--- src/sv/chs_pkg.sv ---
`timescale 1ns / 1ps
// Shared types and constants for the chained hash set.
// No dependencies; imported by chs_ctrl, chs_datapath and chained_hash_set.
package chs_pkg;

   // Raw key bytes on the input bus (fixed by the interface)
   localparam int RAW_BYTES  = 9;
   // Byte sum of nine bytes fits in 12 bits (9 * 255 = 2295)
   localparam int SUM_W      = 12;
   // Bucket index width on the result bus
   localparam int BKT_W      = 6;
   // Modulo reduction: reciprocal multiply for the quotient, then the remainder
   localparam int DIV_CYCLES = 2;
   localparam int DIV_CNT_W  = (DIV_CYCLES > 1) ? $clog2(DIV_CYCLES) : 1;

   // Operation codes
   localparam logic FUNC_INSERT = 1'b0;
   localparam logic FUNC_SEARCH = 1'b1;

   // Result codes
   localparam logic [2:0] ST_INSERTED  = 3'd0;
   localparam logic [2:0] ST_PRESENT   = 3'd1;
   localparam logic [2:0] ST_FOUND     = 3'd2;
   localparam logic [2:0] ST_NOT_FOUND = 3'd3;
   localparam logic [2:0] ST_FULL      = 3'd4;

   // Controller to datapath commands
   typedef struct packed {
      logic load_key;    // capture cleaned key, start hash reduction
      logic div_step;    // one step of the modulo reduction
      logic head_rd;     // read the bucket head memory
      logic head_latch;  // start the walk at the bucket head
      logic entry_rd;    // read the pool entry at the walk pointer
      logic entry_chk;   // compare entry key, follow link on miss
      logic finish;      // commit the result (and the insert, if any)
   } chs_cmd_type;

   // Datapath to controller status
   typedef struct packed {
      logic node_live;   // walk pointer is a taken pool entry
      logic key_match;   // fetched entry holds the key
      logic rsp_free;    // result register can take a new result
   } chs_sts_type;

endpackage

--- src/sv/chs_ctrl.sv ---
`timescale 1ns / 1ps
// Sequencer for the chained hash set: hash reduction, head read, chain walk
// and commit. Depends on chs_pkg.
module chs_ctrl
   import chs_pkg::*;
(
   input  logic        clock,
   input  logic        reset,
   input  logic        req_tvalid,
   output logic        req_tready,
   output chs_cmd_type cmd,
   input  chs_sts_type sts
);

   typedef enum logic [2:0] {
      S_IDLE,
      S_DIV,
      S_HEAD,
      S_HEADW,
      S_FETCH,
      S_CMP,
      S_FINISH
   } state_type;

   state_type               state_ff, state_in;
   logic [DIV_CNT_W-1:0]    cnt_ff, cnt_in;

   // Next state and commands
   always_comb begin
      state_in   = state_ff;
      cnt_in     = cnt_ff;
      cmd        = '0;
      req_tready = 1'b0;
      unique case (state_ff)
         S_IDLE: begin
            req_tready = 1'b1;
            if (req_tvalid) begin
               cmd.load_key = 1'b1;
               cnt_in       = '0;
               state_in     = S_DIV;
            end
         end
         S_DIV: begin
            cmd.div_step = 1'b1;
            cnt_in       = cnt_ff + 1'b1;
            if (cnt_ff == DIV_CNT_W'(DIV_CYCLES - 1)) begin
               state_in = S_HEAD;
            end
         end
         S_HEAD: begin
            cmd.head_rd = 1'b1;
            state_in    = S_HEADW;
         end
         S_HEADW: begin
            cmd.head_latch = 1'b1;
            state_in       = S_FETCH;
         end
         S_FETCH: begin
            if (sts.node_live) begin
               cmd.entry_rd = 1'b1;
               state_in     = S_CMP;
            end else begin
               state_in = S_FINISH;
            end
         end
         S_CMP: begin
            cmd.entry_chk = 1'b1;
            state_in      = sts.key_match ? S_FINISH : S_FETCH;
         end
         S_FINISH: begin
            if (sts.rsp_free) begin
               cmd.finish = 1'b1;
               state_in   = S_IDLE;
            end
         end
         default: state_in = S_IDLE;
      endcase
   end

   // State register
   always_ff @(posedge clock) begin
      if (reset) begin
         state_ff <= S_IDLE;
         cnt_ff   <= '0;
      end else begin
         state_ff <= state_in;
         cnt_ff   <= cnt_in;
      end
   end

endmodule

--- config.mk ---
export PLATFORM = sky130hd
export DESIGN_NAME = chs_ctrl
export DESIGN_NICKNAME = d
export VERILOG_FILES = /design/src/sv/chs_pkg.sv /design/src/sv/chs_ctrl.sv
export SDC_FILE = /design/constraint.sdc
export NUM_CORES = 1
export LEC_CHECK = 0
export BUFFER_PORTS_ARGS = -buffer_cell sky130_fd_sc_hd__buf_2
export CORE_AREA = 2 2 39 41
export DETAILED_ROUTE_END_ITERATION = 12
export DIE_AREA = 0 0 41 43
export SLEW_MARGIN = 10
export SYNTH_ARGS = -nofsm -noshare
export SYNTH_HDL_FRONTEND = slang
export SYNTH_SLANG_ARGS = --single-unit
--- constraint.sdc ---
create_clock -name clock -period 1.33 [get_ports clock]
set_input_delay 0.266 -clock clock [delete_from_list [all_inputs] [get_ports clock]]
set_output_delay 0.266 -clock clock [all_outputs]
set_load 0.02 [all_outputs]
==> Word level (Yosys, flattened, before mapping) <==
Cells that the tools add are included.
{ "op_classes": {"addsub": 1, "n_mul": 0, "div_mod_pow": 0, "magnitude_cmp": 0, "n_eq_ne": 9, "n_shift": 0, "muxes": 19, "bitwise": 0, "n_reduce_logical": 4} }
{ "ops": {"columns": ["op", "count"], "rows": [
  ["3-bit one-hot mux with 7 select lines", 1],
  ["1-bit two-way mux", 12],
  ["3-bit equality test, second input constant", 3],
  ["3-bit two-way mux", 3],
  ["3-bit by 2-bit equality test with 1-bit output, second input constant", 2],
  ["2-bit != test, second input constant", 3],
  ["2-bit two-way mux", 2],
  ["3-bit by 1-bit equality test with 1-bit output, second input constant", 1],
  ["3-bit zero test", 1],
  ["3-bit AND reduction", 1],
  ["1-bit one-hot mux with 2 select lines", 1],
  ["2-bit AND reduction", 1],
  ["2-bit nonzero test", 1],
  ["1-bit adder, second input constant", 1]
]} }
{ "word_totals": {"regBits": 4, "latch_bits": 0, "ram_bits": 0, "rom_bits": 0, "output_inout_bits": 8, "memories": 0} }

==> Logic depth before layout (Yosys ltp) <==
Gate-level depths: netlist of the first run.
{ "logic_depth": {"depth_word": 3, "depth_mapped": 4, "depth_no_buf": 3} }

==> Worst setup path before layout of the first run <==
OpenSTA, ideal clock, no wires.
{ "synth_path": {"path_type": "reg-to-output", "start": "reg state_ff[2]", "end": "out cmd[6] (netlist name)", "t_arrival_ns": 1.101, "t_required_ns": 1.064, "setup_slack_ns": -0.037, "path_stages_with_launch": 4, "path_buffers": 1, "path_cell_list": "dfxtp_1 -> buf_6 -> nor3_2 -> and2_1"} }
{ "synth_lines": {"columns": ["item", "line_no", "source"], "rows": [
  ["from (decl)", "chs_ctrl.sv:25", "state_type state_ff, state_in;"],
  ["from (signal assigned)", "chs_ctrl.sv:86", "state_ff <= state_in;"],
  ["to (decl)", "chs_ctrl.sv:11", "output chs_cmd_type cmd,"]
]} }

==> impl_metrics.ini, run 1 <==
[worst_setup_path]
worst-endpoint-required_ps = 1060
cp_num_buf_inv = 2
critical_path.max_fanout = 4
crit_type = flip-flop to output port
endpoint = cmd[6]
crit_arrival_ps = 1140
critPathLaunchType = flip-flop
crit_slowest_cell = dfxtp_2
r2r-end = state_ff[2]
slowest_delay_ps = 330
cp_top_family = flip-flops
worstPathCellList = buf_4 -> nor3_4 -> and2_4 -> buf_6
worst-path-stages = 4
cp-end-kind = output port
worst-r2r-cell-count = 6
r2r_setup_slack_ps = 140
critical_path.startpoint = state_ff[2]
r2r_start = state_ff[2]

[finish]
final_area_um2 = 494
post-route-util_pct = 35.7
area_growth_pct = 75.6
most-common-layout-cells = buf_4, buf_6, nor2_1, buf_2, a21oi_1
drive_above_1_share_pct = 57.9
final_common_cell = buf_4
layout.nets = 65
diodes = 0
fill_cells = 149

[timing]
final_max_slew_viol_count = 0
maxSlewHeadroom_pct = 86.2
min_period_over_period_pct = 106
setup_slack_ps = -76.1
skew_ps = 2.20
setup_viol_count_final = 2
fin_crit_ps = 1410
hold_viol = 0
tightest_slew_ps = 205
rsz0062_at_grt = true
fmax_ghz = 0.711

[floorplanning]
ios = 14
die_x_um = 41
fp.coreArea_um2 = 1380
fp.dieArea_um2 = 1760
fp-row-count = 14
die_y_um = 43
start_util_pct = 20.3

[drt]
wirelength_um = 723
vias = 312
antenna_left = 0
via_per_inst = 4.27
drt-pass1-iter-count = 1
drt-initial-drc-count = 0
wire_per_inst_um = 9.90
drc = 0

[clock_tree]
htreeDepth = 1
cts_buffers = 3
cts_tree = done
clkLatencyLatePin_ps = 230
cts_root_buf = clkbuf_4
clockBufferDepth = 2
clk_transition_reported_paths_ps = 40
clock_sinks = 4

[synth]
yosys.area.top_type = dfxtp_1
ys_seq_area_share_pct = 28.4
synth_cells = 36
synthArstFlopShare_pct = 0
synth_edf_count = 0
ys_top_cells_by_area = dfxtp_1, nor2_1, a21oi_1, nand3b_1, and2_1
ys.flop_type = dfxtp_1
ys_types = 23
synth_top_area_share_pct = 28.4
yosys_warnings = 0
synth_fp_nets = 42
ys_ff_latch = 4
synth.avg_cell_area_um2 = 7.82
synth_area_um2 = 282

[placement]
hpwl_um = 507
routabilityCongestion = 0.803
placed_area_um2 = 372
io_buffers = 13

[grt]
grt_usage_pct = 9.65
grt_pass1_vias = 289
grt_max_degree = 13
grt_pass1_wl_um = 1110
antenna_found_initial = 0
grt-ovfl-total = 0

[outcome]
violations = setup timing
status = finished, violations left

[pwr]
power.total_w = 0.000659
p_per_area_nw_per_um2 = 1330
static-leakage-power_nw = 0.231
vdd_ir_drop_max_v = 0.000494

[min_path]
hp-class = input pin to flip-flop
hold_start = reset

[flow_run]
maxCapViolCount = 0
kinds of logic after synthesis:
family,Yosys count,share of synthesized area (%)
AOI/OAI and AO/OA,10,21.3
buffers and inverters,4,9.78
muxes,1,3.56
and+or+nand+nor,17,36.9
DFF,4,28.4
area by class of cell:
class / instances / area [um^2] / share of cell area [%]
Clock buffer: 3 / 22.5 / 4.56
Inverter: 1 / 3.75 / 0.759
Multi-Input combinational cell: 28 / 191 / 38.7
Sequential cell: 4 / 88.8 / 18.0
Tap cell: 16 / 20.0 / 4.05
Timing Repair Buffer: 21 / 168 / 33.9
through the flow:
| step | cells | setup slack, ps | TNS, ps | hold WS, ps |
|---|---|---|---|---|
| CTS | 72 | -85.1 | -214 | 224 |
| finish | 73 | -76.1 | -134 | 234 |
| floorplan | 36 | -24.8 | -24.8 | 335 |
| global route | 73 | -128 | -425 | 232 |
| global placement | 65 | 103 | 0 | 480 |
| detailed placement | 65 | 89.8 | 0 | 480 |
how the worst min path moves through the flow:
stage	endpoint	slack [ps]	cells past startpoint
floorplan	cnt_ff	340	1
global placement	state_ff[2]	480	2
detailed placement	state_ff[2]	480	2
CTS	state_ff[2]	220	2
global route	state_ff[2]	230	2
finish	state_ff[2]	230	2
cells in the mapped netlist (all sizes together), types with 2 or more instances:
| cell type | n |
|---|---|
| nor2 | 6 |
| a21oi | 5 |
| nand3b | 2 |
| dfxtp | 4 |
| o21ai | 2 |
| and2 | 2 |
| buf | 3 |
state kept, by name (all words and copies together) (netlist names):
signal and cells:
state_ff 3, cnt_ff 1
metal layers:
layer	vias up	share of wire [%]	track usage (%)
met1	134	44	10.3
met4	0	0	4.00
li1	168	-	-
met2	10	48	15.3
met5	-	0	0
met3	0	8.0	4.71
power breakdown:
part	internal, W	switching, W	leakage, nW
sequential	0.000151	0.0000373	0.0346
clock	0.000101	0.0000461	0.0138
combinational	0.000173	0.000151	0.183
total	0.000424	0.000235	0.231
what timing repair did:
| item | in CTS | in global routing |
|---|---|---|
| gates resized for setup | 16 | 7 |
| hold buffers | 0 | 0 |
| pin swaps | 0 | 2 |
| setup endpoints to repair | 8 | 8 |
| setup buffers | 4 | 1 |
(Power assumes the default switching activity.)
==> run 2: changes to the inputs <==
Settings changed: SKIP_CTS_REPAIR_TIMING from default to 1.
==> run 2 against run 1 <==
Against the previous run:
- the run still ends with setup timing left
- first-iteration DRC count is 4 higher
- largest cell class unchanged
- die area stayed put
- clock power hardly changed
- final cell count stayed put
- total power is 1.3% lower
- design area is 2.8% lower
- largest power group unchanged
- register-to-register slack better by 80 ps
==> impl_metrics.ini, run 2 (synthesis results as in run 1) <==
[finish]
post-route-util_pct = 34.7
top_register = state_ff
most-common-layout-cells = buf_4, nor2_1, buf_2
reg_top3 = state_ff x3, cnt_ff x1
diodes = 0
final_common_cell = buf_4
final_area_um2 = 480
drive_above_1_share_pct = 54.4
area_growth_pct = 70.7
largest_register_ffs = 3
layout.nets = 65

[clock_tree]
cts_root_buf = clkbuf_4
cts_tree = done
cts_buffers = 3
clock_sinks = 4
clk_transition_reported_paths_ps = 40
htreeDepth = 1
clockBufferDepth = 2
clkLatencyLatePin_ps = 230

[pwr]
switchingPower_w = 0.000231
swShare_pct = 35.5
power.total_w = 0.000650
p_per_area_nw_per_um2 = 1350
clockPowerShare_pct = 22.5
pwr-share-seq_pct = 28.9
internal_power_w = 0.000419
p_comb_share_pct = 48.5
vdd_ir_drop_max_v = 0.000490
static-leakage-power_nw = 0.227

[timing]
setup_viol_count_final = 3
maxSlewHeadroom_pct = 86.0
rsz0062_at_grt = true
fmax_ghz = 0.711
setup_slack_ps = -77.0
min_period_over_period_pct = 106
skew_ps = 1.78
hold_viol = 0
tightest_slew_ps = 208
fin_crit_ps = 1410
final_max_slew_viol_count = 0

[worst_setup_path]
cp-end-kind = output port
crit_type = flip-flop to output port
crit_slowest_cell = dfxtp_2
critPathLaunchType = flip-flop
cp_top_family = flip-flops
critical_path.max_fanout = 4
worstPathCellList = buf_4 -> nor3_4 -> and2_1 -> buf_6
worst-endpoint-required_ps = 1060
cp_num_buf_inv = 2
crit_arrival_ps = 1140
slowest_delay_ps = 330

[grt]
grt_pass1_vias = 242
antenna_found_initial = 0
grt_pass1_wl_um = 959
grt-ovfl-total = 0
grt_max_degree = 13
grt_usage_pct = 8.34

[min_path]
hp-class = input pin to flip-flop

[placement]
io_buffers = 13
placed_area_um2 = 372
routabilityCongestion = 0.803
dp_slack_ps = 89.8
hpwl_um = 507

[flow_run]
maxCapViolCount = 0

[drt]
vias = 319
drt-met1-wl_um = 325
wirelength_um = 705
route.met2.wl_um = 316
wire_per_inst_um = 9.66
via_per_inst = 4.37
routed.top_layer = met3
drc = 0
wl_met3_um = 63
drt-initial-drc-count = 4
antenna_left = 0
drt-pass1-iter-count = 4

[floorplanning]
die_y_um = 43
fp-row-count = 14
ios = 14
fp.coreArea_um2 = 1380
start_util_pct = 20.3
die_x_um = 41
fp.dieArea_um2 = 1760

[outcome]
violations = setup timing
status = finished, violations left
==> run 2: cell count changes in the layout (fill, tap and decap cells not counted) <==
| cell | delta |
|---|---|
| buf_6 | -1 |
| dfxtp_2 | +1 |
| and2_4 | -1 |
| dfxtp_4 | -1 |
| and2_1 | +1 |
| nor2_2 | -1 |
| buf_2 | +1 |
| nor2_1 | +1 |
==> run 2: worst paths after layout <==
path	from	endpoint	slack (ps)	cells after the start
setup / recovery	state_ff[2]	cmd[6]	-80	4
hold reg to reg	cnt_ff	cnt_ff	490	2
hold / removal	reset	state_ff[2]	230	2
setup reg to reg	state_ff[2]	state_ff[1]	220	5
==> run 2: power groups by stage <==
stage | Combinational [W] | Sequential, W | Clock, W
6_report | 0.000315 | 0.000188 | 0.000147
5_1_grt | 0.000342 | 0.000194 | 0.000166
4_1_cts | 0.000247 | 0.000182 | 0.000156
3_5_place_dp | 0.000246 | 0.000184 | 0
3_3_place_gp | 0.000246 | 0.000183 | 0
2_1_floorplan | 0.000199 | 0.000166 | 0
==> run 2: cell type report <==
cell class | count | area (um^2)
clock buffers | 3 | 22.5
fillers | 155 | 903
flip-flops and latches | 4 | 86.3
inverters | 1 | 3.75
multi-input cells | 28 | 186
repair buffers | 21 | 161
well taps | 16 | 20.0
==> run 2: per-stage QoR <==
| stage | hold slack (ps) | setup TNS [ps] | instances |
|---|---|---|---|
| floorplan | 335 | -24.8 | 36 |
| global placement | 480 | 0 | 65 |
| detailed placement | 480 | 0 | 65 |
| CTS | 231 | -966 | 68 |
| global route | 232 | -389 | 73 |
| finish | 234 | -148 | 73 |
==> run 2: routing by layer <==
| layer | global-route usage (%) | vias to the layer above |
|---|---|---|
| met5 | 0 | - |
| met4 | 4.00 | 0 |
| met3 | 4.71 | 0 |
| met2 | 11.3 | 12 |
| met1 | 10.3 | 139 |
| li1 | - | 168 |
==> run 3: changes to the inputs <==
Settings changed: BUFFER_PORTS_ARGS -buffer_cell sky130_fd_sc_hd__buf_2 to -buffer_cell sky130_fd_sc_hd__buf_4, PLACE_DENSITY from default to 0.47.
==> run 3 against run 2 <==
Against the previous run:
- the flow still finishes with violations (setup timing)
- clock-buffer cell count unchanged
- routed wire length up 5.4%
- worst hold slack worse by 23 ps
- via count down 3.4%
- core utilization up 0.54 points
==> impl_metrics.ini, run 3 (synthesis results as in run 1) <==
[drt]
routed.top_layer = met3
drt-met1-wl_um = 327
vias = 308
antenna_left = 0
wirelength_um = 743
route.met2.wl_um = 366
via_per_inst = 4.34
drc = 0
drt-pass1-iter-count = 4
wl_met3_um = 50
wire_per_inst_um = 10.5
drt-initial-drc-count = 9

[finish]
reg_top3 = state_ff x3, cnt_ff x1
drive_above_1_share_pct = 52.7
top_register = state_ff
most-common-layout-cells = buf_4, buf_6, nor2_1
fill_cells = 164
final_common_cell = buf_4
post-route-util_pct = 35.3
diodes = 0
layout.nets = 63
largest_register_ffs = 3
area_growth_pct = 73.3

[timing]
skew_ps = 0.875
hold_viol = 0
setup_slack_ps = -98.9
fmax_ghz = 0.700
final_max_slew_viol_count = 0
rsz0062_at_grt = true
fin_crit_ps = 1430
setup_viol_count_final = 7
min_period_over_period_pct = 107
maxSlewHeadroom_pct = 86.8
tightest_slew_ps = 196

[grt]
grt-ovfl-total = 0
antenna_found_initial = 0
grt_max_degree = 13
grt_usage_pct = 9.43
grt_pass1_wl_um = 1120
grt_pass1_vias = 272

[worst_setup_path]
r2r_setup_slack_ps = 270
worstPathCellList = buf_6 -> nor3_4 -> and2_4 -> buf_6
critical_path.max_fanout = 7
critPathLaunchType = flip-flop
crit_type = flip-flop to output port
crit_arrival_ps = 1160
crit_top_cell = buf_6
cp-end-kind = output port
slowest_delay_ps = 360
crit_slowest_cell = dfxtp_4
worst-endpoint-required_ps = 1060

[floorplanning]
fp-row-count = 14
die_x_um = 41
fp.coreArea_um2 = 1380
ios = 14
die_y_um = 43
start_util_pct = 20.3
fp.dieArea_um2 = 1760

[placement]
hpwl_um = 548
io_buffers = 13
routabilityCongestion = 0.734

[outcome]
status = finished, violations left
violations = setup timing

[clock_tree]
cts_tree = done
clockBufferDepth = 2
clock_sinks = 4
cts_root_buf = clkbuf_4
htreeDepth = 1
clk_transition_reported_paths_ps = 40
clkLatencyLatePin_ps = 230
cts_buffers = 3

[pwr]
power.total_w = 0.000674
p_comb_share_pct = 49.2
p_per_area_nw_per_um2 = 1380
vdd_ir_drop_max_v = 0.000515
swShare_pct = 35.4
static-leakage-power_nw = 0.221
internal_power_w = 0.000435
pwr-share-seq_pct = 28.7
switchingPower_w = 0.000239
clockPowerShare_pct = 22.1

[min_path]
hp-class = input pin to flip-flop

[flow_run]
maxCapViolCount = 0
## run 3: cell types whose count changed in the layout (fill, tap and decap cells not counted)
cell | previous run | this run
and2_1 | 2 | 1
buf_6 | 5 | 7
buf_2 | 6 | 0
nor3b_1 | 0 | 1
dfxtp_2 | 2 | 1
nor3b_2 | 1 | 0
buf_4 | 10 | 12
dfxtp_4 | 1 | 2
and2_4 | 0 | 1
## run 3: area by class of cell
| cell class | count | area [um^2] | share of cell area [%] |
|---|---|---|---|
| Clock buffer | 3 | 22.5 | 4.62 |
| Inverter | 1 | 3.75 | 0.769 |
| Multi-Input combinational cell | 28 | 184 | 37.7 |
| Sequential cell | 4 | 88.8 | 18.2 |
| Tap cell | 16 | 20.0 | 4.10 |
| Timing Repair Buffer | 19 | 169 | 34.6 |
## run 3: critical path: cells and delay by family, from the launching register on
family	cells	cell delay [ps]
buf+inv	2	230
simple gates	2	330
flops	1	360
## run 3: worst paths after layout
path,startpoint,end,depth (start not counted)
max,state_ff[0],cmd[6],4
max reg2reg,state_ff[0],state_ff[0],4
min reg2reg,cnt_ff,cnt_ff,2
min,reset,state_ff[0],2
## run 3: power by group through the flow
stage / Sequential (W) / Clock, W / Combinational (W)
2_1_floorplan: 0.000166 / 0 / 0.000199
3_3_place_gp: 0.000188 / 0 / 0.000281
3_5_place_dp: 0.000187 / 0 / 0.000281
4_1_cts: 0.000185 / 0.000155 / 0.000281
5_1_grt: 0.000198 / 0.000162 / 0.000361
6_report: 0.000193 / 0.000149 / 0.000331
## run 3: per-stage QoR
stage	setup TNS (ps)	instances	setup slack, ps	hold slack (ps)	area (um^2)
after floorplan	-24.8	36	-24.8	335	288
after global placement	0	66	91.8	462	412
after detailed placement	0	66	84.1	461	412
after CTS	-969	69	-173	215	434
after global routing	-699	71	-136	213	488
final	-344	71	-98.9	212	488
## run 3: per-layer routing
layer | global-route usage, % | up-vias
met4 | 0 | 0
met2 | 12.8 | 8
met5 | 0 | -
met3 | 7.85 | 0
met1 | 12.2 | 136
li1 | - | 164
